## config.mk

```make
export PLATFORM = sky130hd
export DESIGN_NAME = cwsl_ram
export DESIGN_NICKNAME = d
export VERILOG_FILES = /design/src/rtl/cwsl_ram.sv
export SDC_FILE = /design/constraint.sdc
export NUM_CORES = 2
export LEC_CHECK = 0
export ABC_AREA = 1
export ABC_CLOCK_PERIOD_IN_PS = 7800
export BUFFER_PORTS_ARGS = -buffer_cell sky130_fd_sc_hd__clkbuf_2
export CAP_MARGIN = 20
export CORE_ASPECT_RATIO = 0.75
export CORE_MARGIN = 2
export CORE_UTILIZATION = 56
export CTS_CLUSTER_DIAMETER = 120
export CTS_CLUSTER_SIZE = 24
export DETAILED_ROUTE_END_ITERATION = 6
export PLACE_DENSITY_LB_ADDON = 0.12
export REMOVE_ABC_BUFFERS = 1
export SKIP_LAST_GASP = 1
export SYNTH_ARGS = -nofsm -noshare
export SYNTH_HDL_FRONTEND = slang
export SYNTH_SLANG_ARGS = --single-unit
```

## constraint.sdc

```tcl
create_clock -name clock -period 7.8 [get_ports clock]
set_input_delay 1.56 -clock clock [delete_from_list [all_inputs] [get_ports clock]]
set_output_delay 1.56 -clock clock [all_outputs]
set_load 0.05 [all_outputs]
```

## src/rtl/cwsl_ram.sv

```systemverilog
module cwsl_ram #(
   parameter int WIDTH = 32,
   parameter int DEPTH = 64
) (
   input  logic                     clock,
   input  logic                     wr_en,
   input  logic [$clog2(DEPTH)-1:0] wr_addr,
   input  logic [WIDTH-1:0]         wr_data,
   input  logic                     rd_en,
   input  logic [$clog2(DEPTH)-1:0] rd_addr,
   output logic [WIDTH-1:0]         rd_data
);

   logic [WIDTH-1:0] mem_ff [DEPTH];
   logic [WIDTH-1:0] rd_data_ff;

   // Single write port, registered read port that holds when not enabled.
   always_ff @(posedge clock) begin
      if (wr_en) begin
         mem_ff[wr_addr] <= wr_data;
      end
      if (rd_en) begin
         rd_data_ff <= mem_ff[rd_addr];
      end
   end

   assign rd_data = rd_data_ff;

endmodule

```

==> flow_metrics.env <==
export IMPL_required_ns=8.41
export IMPL_coreArea_mm2=0.147
export IMPL_ys_types=15
export IMPL_grt_first_pass_wirelength_um=338000
export IMPL_port_buffers=78
export IMPL_rsz0062_at_grt="no"
export IMPL_dp_hpwl_um=114000
export IMPL_drt_total_wl_um=230000
export IMPL_yosysSeqAreaShare_pct=75.2
export IMPL_max_freq_ghz=0.251
export IMPL_netlist_area_mm2=0.0831
export IMPL_via_per_inst=6.17
export IMPL_area_delta_synth_final_pct=5.98
export IMPL_firstDrtPassIters=6
export IMPL_finish_utilization_pct=59.7
export IMPL_clock_latency_ns=0.75
export IMPL_crit_slowest_cell="buf_4"
export IMPL_die_area_mm2=0.151
export IMPL_min_path_type="flop to flop"
export IMPL_start_util_pct=56.3
export IMPL_ant_nets=0
export IMPL_finalSetupViolCount=0
export IMPL_worstMarginPinSlew_ns=1.18
export IMPL_period_minus_slack_ns=3.98
export IMPL_nNetsFinal=6684
export IMPL_max_stage_delay_ns=0.88
export IMPL_cts_setup_buffers=0
export IMPL_drive_above_1_share_pct=5.82
export IMPL_num_vias=53200
export IMPL_crit_path_start_kind="input port"
export IMPL_slew_violations=0
export IMPL_final_common_cell="nand2_1"
export IMPL_finalClockSkew_ns=0.0303
export IMPL_path_max_fanout=221
export IMPL_htree_levels=3
export IMPL_critical_path_class="input port to flop"
export IMPL_p_per_area_mw_per_mm2=220
export IMPL_max_slew_margin_rel_pct=21.5
export IMPL_overflow=0
export IMPL_avgSynthCellArea_um2=12.3
export IMPL_critPathCaptureType="flop"
export IMPL_drt_iter0_drc=7570
export IMPL_leakage_nw=30.3
export IMPL_layout_common_cells="nand2_1, edfxtp_1, nand3_1, buf_4, clkbuf_16"
export IMPL_finalHoldViolCount=0
export IMPL_die_w_um=449
export IMPL_path_cells="buf_8 -> inv_16 -> buf_4 -> nand2_1 -> nand3_1 -> nand3_1 -> nand3_1 -> nand3_1 -> nand2_1 -> nand2_1 -> nand2_1"
export IMPL_nFillCells=11700
export IMPL_numClockSinks=2080
export IMPL_timing_final_crit_share_pct=51.0
export IMPL_antenna_found_initial=6
export IMPL_hold_buffers=0
export IMPL_track_usage_pct=30.3
export IMPL_row_count=122
export IMPL_yosys_warnings=0
export IMPL_drc=0
export IMPL_syn_inst=6769
export IMPL_die_height_um=338
export IMPL_post_drt_wl_per_cell_um=26.7
export IMPL_cts_path_max_buffers=3
export IMPL_synth_seq_cells=2080
export IMPL_clk_pin_slew_ns=0.09
export IMPL_cts_tree="built"
export IMPL_crit_arrival_ns=4.59
export IMPL_ff2ff_setup_slack_ns=6.04
export IMPL_status="completed"
export IMPL_gp_congestion=0.803
export IMPL_irDropWorstVdd_v=0.000176
export IMPL_cts_resized=0
export IMPL_cts_buffers=96
export IMPL_ios=79
export IMPL_grt_max_degree=222
export IMPL_cap_violations=0
export IMPL_finalSetupTns_ns=0
export IMPL_root_buffer="clkbuf_16"
export IMPL_first_global_vias=49900
## worst paths after layout
check / startpoint / endpoint / depth (start not counted)
setup / recovery: rd_addr[0] / rd_data[12] / 11
hold / removal: mem_ff[42][29] / rd_data[29] / 8
setup reg to reg: mem_ff[63][10] / rd_data[10] / 8
hold reg to reg: mem_ff[42][29] / rd_data[29] / 8
## kinds of logic (layout without fill, tap and decap cells)
kind of cell	Yosys count	count (layout)	synth area share, %
and+or+nand+nor	4228	4228	22.0
DFF	2080	2080	75.2
buffers and inverters	461	329	2.77
other	0	7	0
## critical path: cells and delay by family
family | cells | cell delay [ns]
and+or+nand+nor | 8 | 1.07
buffers and inverters | 3 | 1.65
## area by class of cell
type | instances | area, µm² | share of cell area (%)
timing repair buffer | 219 | 1780 | 2.02
tap | 1984 | 2480 | 2.82
clock inverter | 1 | 8.76 | 0.00995
clock buffer | 97 | 2430 | 2.76
inverter | 12 | 82.6 | 0.0938
multi-input combinational | 4228 | 18800 | 21.3
antenna | 7 | 17.5 | 0.0199
sequential | 2080 | 62500 | 71.0
## synth_stat cells
cell	count	area (µm²)
clkbuf_1	77	289
buf_1	40	150
buf_6	3	33.8
buf_8	2	30.0
edfxtp_1	2080	62500
nor4_1	8	50.1
nand4_1	9	56.3
buf_2	282	1410
nand3_1	1907	9540
nand2_1	2248	8440
inv_1	9	33.8
buf_4	45	338
nor2_1	56	210
inv_4	1	6.26
inv_2	2	7.51
## power by group
group	internal [mW]	total (mW)	switching, mW
clock network	2.23	5.52	3.29
logic	0.323	1.42	1.10
registers	12.4	12.4	0.0355
total	14.9	19.4	4.42
## flip-flops by register name (all words and copies together), names as in the netlist
name	cells
mem_ff	2048
rd_data	32
## through the flow
step	power (mW)	hold WS [ns]	area, µm²	worst slack, ns	instances
floorplan	13.4	0.796	80800	0.631	6320
global placement	14.1	0.844	85600	3.14	8523
detailed placement	14.1	0.852	85600	3.16	8523
CTS	19.4	0.882	88000	3.95	8621
global route	19.9	0.970	88000	3.67	8626
finish	19.4	0.883	88000	3.82	8628
## layer usage
| metal | up-vias | global-route usage [%] | part of all wire (%) | wire length [µm] |
|---|---|---|---|---|
| met5 | - | 0 | 0 | 0 |
| met4 | 0 | 8.48 | 2.9 | 6710 |
| met3 | 315 | 4.28 | 9.6 | 22100 |
| met2 | 2762 | 47.1 | 46 | 105000 |
| met1 | 26400 | 45.2 | 42 | 96400 |
| li1 | 23700 | - | - | - |
(Power assumes the default switching activity.)
