<file path="config.mk">
export PLATFORM = sky130hd
export DESIGN_NAME = cwsl_alu
export DESIGN_NICKNAME = d
export VERILOG_FILES = /design/src/rtl/cwsl_pkg.sv /design/src/rtl/cwsl_alu.sv
export SDC_FILE = /design/constraint.sdc
export NUM_CORES = 2
export LEC_CHECK = 0
export ABC_AREA = 1
export BUFFER_PORTS_ARGS = -buffer_cell sky130_fd_sc_hd__buf_2
export CORE_ASPECT_RATIO = 0.6
export CORE_UTILIZATION = 35
export DETAILED_ROUTE_END_ITERATION = 16
export SETUP_SLACK_MARGIN = 0.15
export SYNTH_ARGS = -nofsm -noshare
export SYNTH_HDL_FRONTEND = slang
export SYNTH_SLANG_ARGS = --single-unit
</file>
<file path="constraint.sdc">
create_clock -name vclk -period 21.7
set_input_delay 4.34 -clock vclk [all_inputs]
set_output_delay 4.34 -clock vclk [all_outputs]
set_load 0.005 [all_outputs]
</file>
<file path="src/rtl/cwsl_pkg.sv">
package cwsl_pkg;

   // Store geometry.
   localparam int MAX_CHUNKS    = 8;
   localparam int MAX_CHUNK_LEN = 64;
   localparam int ROW_W         = 3;
   localparam int COL_W         = 6;
   localparam int ADDR_W        = ROW_W + COL_W;
   localparam int STORE_DEPTH   = MAX_CHUNKS * MAX_CHUNK_LEN;

   // Field widths.
   localparam int CMD_W   = 2;
   localparam int VAL_W   = 16;
   localparam int SUM_W   = 32;
   localparam int COUNT_W = 4;
   localparam int LEN_W   = 7;
   localparam int CSR_W   = 7;

   // Commands.
   localparam logic [CMD_W-1:0] CMD_WRITE_WEIGHT = 2'd0;
   localparam logic [CMD_W-1:0] CMD_FORWARD      = 2'd1;
   localparam logic [CMD_W-1:0] CMD_BACKWARD     = 2'd2;
   localparam logic [CMD_W-1:0] CMD_READ_GRAD    = 2'd3;

   // Result kinds.
   localparam logic [1:0] KIND_COL_SUM    = 2'd0;
   localparam logic [1:0] KIND_INPUT_GRAD = 2'd1;
   localparam logic [1:0] KIND_WEIGHT_GRAD = 2'd2;

   // Result status.
   localparam logic [1:0] ST_OK    = 2'd0;
   localparam logic [1:0] ST_RANGE = 2'd1;
   localparam logic [1:0] ST_SAT   = 2'd2;

   // Configuration register indexes.
   localparam logic CSR_CHUNK_COUNT  = 1'b0;
   localparam logic CSR_CHUNK_LENGTH = 1'b1;

   // One input beat.
   typedef struct packed {
      logic [CMD_W-1:0]        command;
      logic [ROW_W-1:0]        row;
      logic [COL_W-1:0]        col;
      logic signed [VAL_W-1:0] value;
      logic signed [VAL_W-1:0] col_grad;
      logic                    want_input_grad;
   } item_type;

   // One result beat.
   typedef struct packed {
      logic [1:0]              kind;
      logic [ROW_W-1:0]        out_row;
      logic [COL_W-1:0]        out_col;
      logic signed [SUM_W-1:0] result_value;
      logic [1:0]              status;
   } result_type;

   // Accumulator or gradient entry with its sticky saturation flag.
   typedef struct packed {
      logic                    sat;
      logic signed [SUM_W-1:0] sum;
   } acc_type;

   // Store updates produced by the datapath for one item.
   typedef struct packed {
      logic                    w_we;
      logic signed [VAL_W-1:0] w_data;
      logic                    g_we;
      acc_type                 g_data;
      logic                    a_we;
      acc_type                 a_data;
   } upd_type;

endpackage

</file>
<file path="src/rtl/cwsl_alu.sv">
module cwsl_alu (
   input  cwsl_pkg::item_type                    item,
   input  logic [cwsl_pkg::COUNT_W-1:0]          chunk_count,
   input  logic [cwsl_pkg::LEN_W-1:0]            chunk_length,
   input  logic signed [cwsl_pkg::VAL_W-1:0]     weight,
   input  cwsl_pkg::acc_type                     grad_entry,
   input  cwsl_pkg::acc_type                     acc_entry,
   output cwsl_pkg::upd_type                     upd,
   output logic                                  rsp_en,
   output cwsl_pkg::result_type                  result
);

   import cwsl_pkg::*;

   logic [COUNT_W-1:0]      cnt_eff;
   logic [LEN_W-1:0]        len_eff;
   logic                    out_of_range;
   logic                    last_row;
   logic signed [VAL_W-1:0] mul_b;
   logic signed [SUM_W-1:0] prod_a;
   logic signed [SUM_W-1:0] prod_w;
   acc_type                 acc_sum;
   acc_type                 grad_sum;

   // Saturating 32-bit add; the flag is set on clipping.
   function automatic acc_type sat_add(input acc_type a, input logic signed [SUM_W-1:0] b);
      logic signed [SUM_W:0] s;
      acc_type               r;
      s = {a.sum[SUM_W-1], a.sum} + {b[SUM_W-1], b};
      r.sat = a.sat;
      r.sum = s[SUM_W-1:0];
      if (s[SUM_W] != s[SUM_W-1]) begin
         r.sat = 1'b1;
         r.sum = s[SUM_W] ? {1'b1, {(SUM_W-1){1'b0}}} : {1'b0, {(SUM_W-1){1'b1}}};
      end
      return r;
   endfunction

   // Clamp the configuration into the supported ranges.
   always_comb begin
      cnt_eff = chunk_count;
      if (chunk_count == '0) begin
         cnt_eff = COUNT_W'(1);
      end else if (chunk_count > COUNT_W'(MAX_CHUNKS)) begin
         cnt_eff = COUNT_W'(MAX_CHUNKS);
      end
      len_eff = chunk_length;
      if (chunk_length == '0) begin
         len_eff = LEN_W'(1);
      end else if (chunk_length > LEN_W'(MAX_CHUNK_LEN)) begin
         len_eff = LEN_W'(MAX_CHUNK_LEN);
      end
   end

   assign out_of_range = ({1'b0, item.row} >= cnt_eff) || ({1'b0, item.col} >= len_eff);
   assign last_row     = ({1'b0, item.row} == (cnt_eff - COUNT_W'(1)));

   // Activation times weight (forward) or activation times column gradient
   // (backward) share one multiplier; weight times gradient has its own.
   assign mul_b  = (item.command == CMD_FORWARD) ? weight : item.col_grad;
   assign prod_a = SUM_W'(item.value * mul_b);
   assign prod_w = SUM_W'(weight * item.col_grad);

   // Row 0 starts the column over, later rows accumulate.
   always_comb begin
      if (item.row == '0) begin
         acc_sum.sat = 1'b0;
         acc_sum.sum = prod_a;
      end else begin
         acc_sum = sat_add(acc_entry, prod_a);
      end
   end

   assign grad_sum = sat_add(grad_entry, prod_a);

   // Store updates and the result for each command.
   always_comb begin
      upd                 = '0;
      upd.w_data          = item.value;
      upd.g_data          = grad_sum;
      upd.a_data          = acc_sum;
      rsp_en              = 1'b0;
      result.kind         = KIND_COL_SUM;
      result.out_row      = item.row;
      result.out_col      = item.col;
      result.result_value = '0;
      result.status       = ST_OK;
      case (item.command)
         CMD_WRITE_WEIGHT: begin
            upd.w_we = !out_of_range;
         end
         CMD_FORWARD: begin
            upd.a_we            = !out_of_range;
            rsp_en              = out_of_range || last_row;
            result.kind         = KIND_COL_SUM;
            result.result_value = acc_sum.sum;
            result.status       = acc_sum.sat ? ST_SAT : ST_OK;
         end
         CMD_BACKWARD: begin
            upd.g_we            = !out_of_range;
            rsp_en              = out_of_range || item.want_input_grad;
            result.kind         = KIND_INPUT_GRAD;
            result.result_value = prod_w;
         end
         default: begin
            upd.g_we            = !out_of_range;
            upd.g_data          = '0;
            rsp_en              = 1'b1;
            result.kind         = KIND_WEIGHT_GRAD;
            result.result_value = grad_entry.sum;
            result.status       = grad_entry.sat ? ST_SAT : ST_OK;
         end
      endcase
      // Out-of-range items report the range error and carry a zero value.
      if (out_of_range) begin
         result.result_value = '0;
         result.status       = ST_RANGE;
      end
   end

endmodule

</file>
==> results.md <==
- Status: finished clean
- Slowest cell on the critical path: ha_1
- Layout cells sized above 1: between 8 and 9%
- Most frequent CP cell: inv_1
- Critical path class: input pin to output port
- Initial DRC Count: about 2600
- Core area: 75900 sq um
- Starting Density: around 36%
- Delay of the slowest critical-path stage: 1.04 ns
- Worst Setup SP: item[43]
- Drt first pass iters: 6
- CP Launch Type: input pin
- Crit end category: output port
- YS warnings: 0
- Postcts setup bufs: 0
- Fin crit period: 20.00 ns
- Register area share after synthesis: 0%
- DR vias: 25400
- Detailed-route DRC error count: 0
- Die area: 78200 sq um
- Final WL: between 100 and 150 mm
- Normalized max-slew margin: 13.1%
- CP Data Arrival Time: 15.66 ns
- IO buf count: 268
- DP HPWL: 92.8 mm
- Io pins: 268
- WL per Instance: 20.9 microns
- GRT overflow: 0
- CP required: 17.36 ns
- Row cnt: 78
- CTS Hold Bufs: 0
- Clock buffers: 0
- Maxcap violations: 0
- RSZ-0062 raised after global routing: no
- Initial antenna violation count: 4
- Largest net degree at the start of global routing: 47
- Yosys top cell by area: fa_1
- Area growth syn-to-layout: 7.55%
- Setup TNS: 0 ns
- Total Routing Usage GR: 26.9%
- Gate Count Post-Synth: 3877
- PostCTS Resize Cnt: 0
- Gpl congestion: 1.01
- Vias per cell: 5.07
- Post-synth net total: roughly 4800
- Worst Max-Slew Pin Slew: 1.30 ns
- Worst-path fanout max: 31
- NumNets Final: 4922
- Vias in the first global route: 24900
- Die outline height: 217 microns
- Synth cell types: 46
- Final Hold Viols: 0
- Routed Antenna Nets: 0
- Avg Inst Size Synth: 6.96 sq um
- Crit share post-route: 92.2%
- Final Max Slew Viols: 0
- Min-delay worst type: input pin to output port
- Post-synth top area share: 39.0%
- Hold Startpoint: item[33]
- # diodes: 0
- Cell Area, Synth: 27000 sq um
- Setup violations, final: 0
- Number of sequential cells: 0
- First-pass GRT wire length: 159 mm
- Most area-consuming cells after synthesis: fa_1, inv_1, nand2_1, ha_1, nor2_1
- Die width: 360 microns
- Register area: 0 sq um
- Fmax: about 0.050 GHz
[final timing paths]
kind / cells after the start / slack (ns) / to
setup / recovery: 38 / 1.70 / upd[35]
hold / removal: 2 / 8.86 / result[34]
[stage by stage]
stage	instances	cell area [sq um]	hold slack [ns]	utilization (%)	setup WS, ns
floorplan	3877	27000	8.76	-	5.11
global placement	5011	29000	8.86	38.2	2.00
detailed placement	5011	29000	8.86	38.2	1.98
CTS	5011	29000	8.86	38.2	1.90
global route	5011	29000	8.87	38.2	1.01
finish	5011	29000	8.86	38.2	1.70
[logic make-up after synthesis]
kind of cell	Yosys count	synth area share (%)
xor+xnor	61	1.98
buf+inv	1120	16.0
fa+ha+maj	772	50.4
compound gates	462	9.69
simple gates	1462	21.8
[cells in the mapped netlist, types with 2 or more instances]
master	n
nor3_2	2
a21oi_1	207
buf_1	6
a221oi_1	2
and2_1	14
a22oi_1	3
o21bai_1	21
nand3_1	123
o21ai_0	138
clkbuf_1	112
a21boi_0	12
a211oi_1	3
buf_4	28
nand2_1	893
nor4_1	4
nand4_1	29
inv_1	960
buf_6	2
a21o_1	16
buf_2	3
o221a_2	3
nand3b_1	7
o21a_1	20
xnor2_1	22
o21ai_1	9
o211ai_1	15
xor2_1	39
ha_1	246
or2_2	18
nor2_2	2
clkinv_1	9
nor2_1	338
nor3_1	27
fa_1	526
a31oi_1	3
nand2_2	5
[layout by cell type, fill, tap and decap left out, types with 4 or more instances in the layout]
master	n
clkinv_1	8
a21o_1	16
inv_1	960
nand4_1	29
o21a_1	20
xnor2_1	22
buf_2	268
o21ai_1	10
xor2_1	39
o21ai_0	137
a21boi_0	12
and2_1	14
o211ai_1	15
ha_1	245
nor2_1	338
nor3_1	26
nand3b_1	7
buf_4	17
or2_2	18
o21bai_1	21
nor4_1	4
nand2_2	5
a21oi_1	207
nand3_1	123
fa_1	526
nand2_1	893
[layer usage]
metal | vias to the layer above | wire length [microns] | global-route usage, %
met2 | 1248 | 37900 | 34.3
li1 | 11800 | - | -
met4 | 4 | 1670 | 3.56
met1 | 12300 | 51400 | 42.7
met5 | - | 18 | 0
met3 | 64 | 13700 | 9.53
[critical path, delay by kind of cell]
| kind | cells | cell delay [ns] |
|---|---|---|
| fa+ha+maj | 10 | 5.36 |
| simple gates | 13 | 2.49 |
| compound gates | 4 | 1.43 |
| buf+inv | 10 | 1.28 |
| xor+xnor | 1 | 0.71 |
[area by class of cell]
cell class	instances	area, sq um
multi-input combinational	2757	22700
tap	1000	1250
timing repair buffer	285	1470
inverter	969	3640
fill	8175	46900
Power is not shown: default switching activity piles up to over one toggle a cycle in this logic, so the estimate is an artifact.
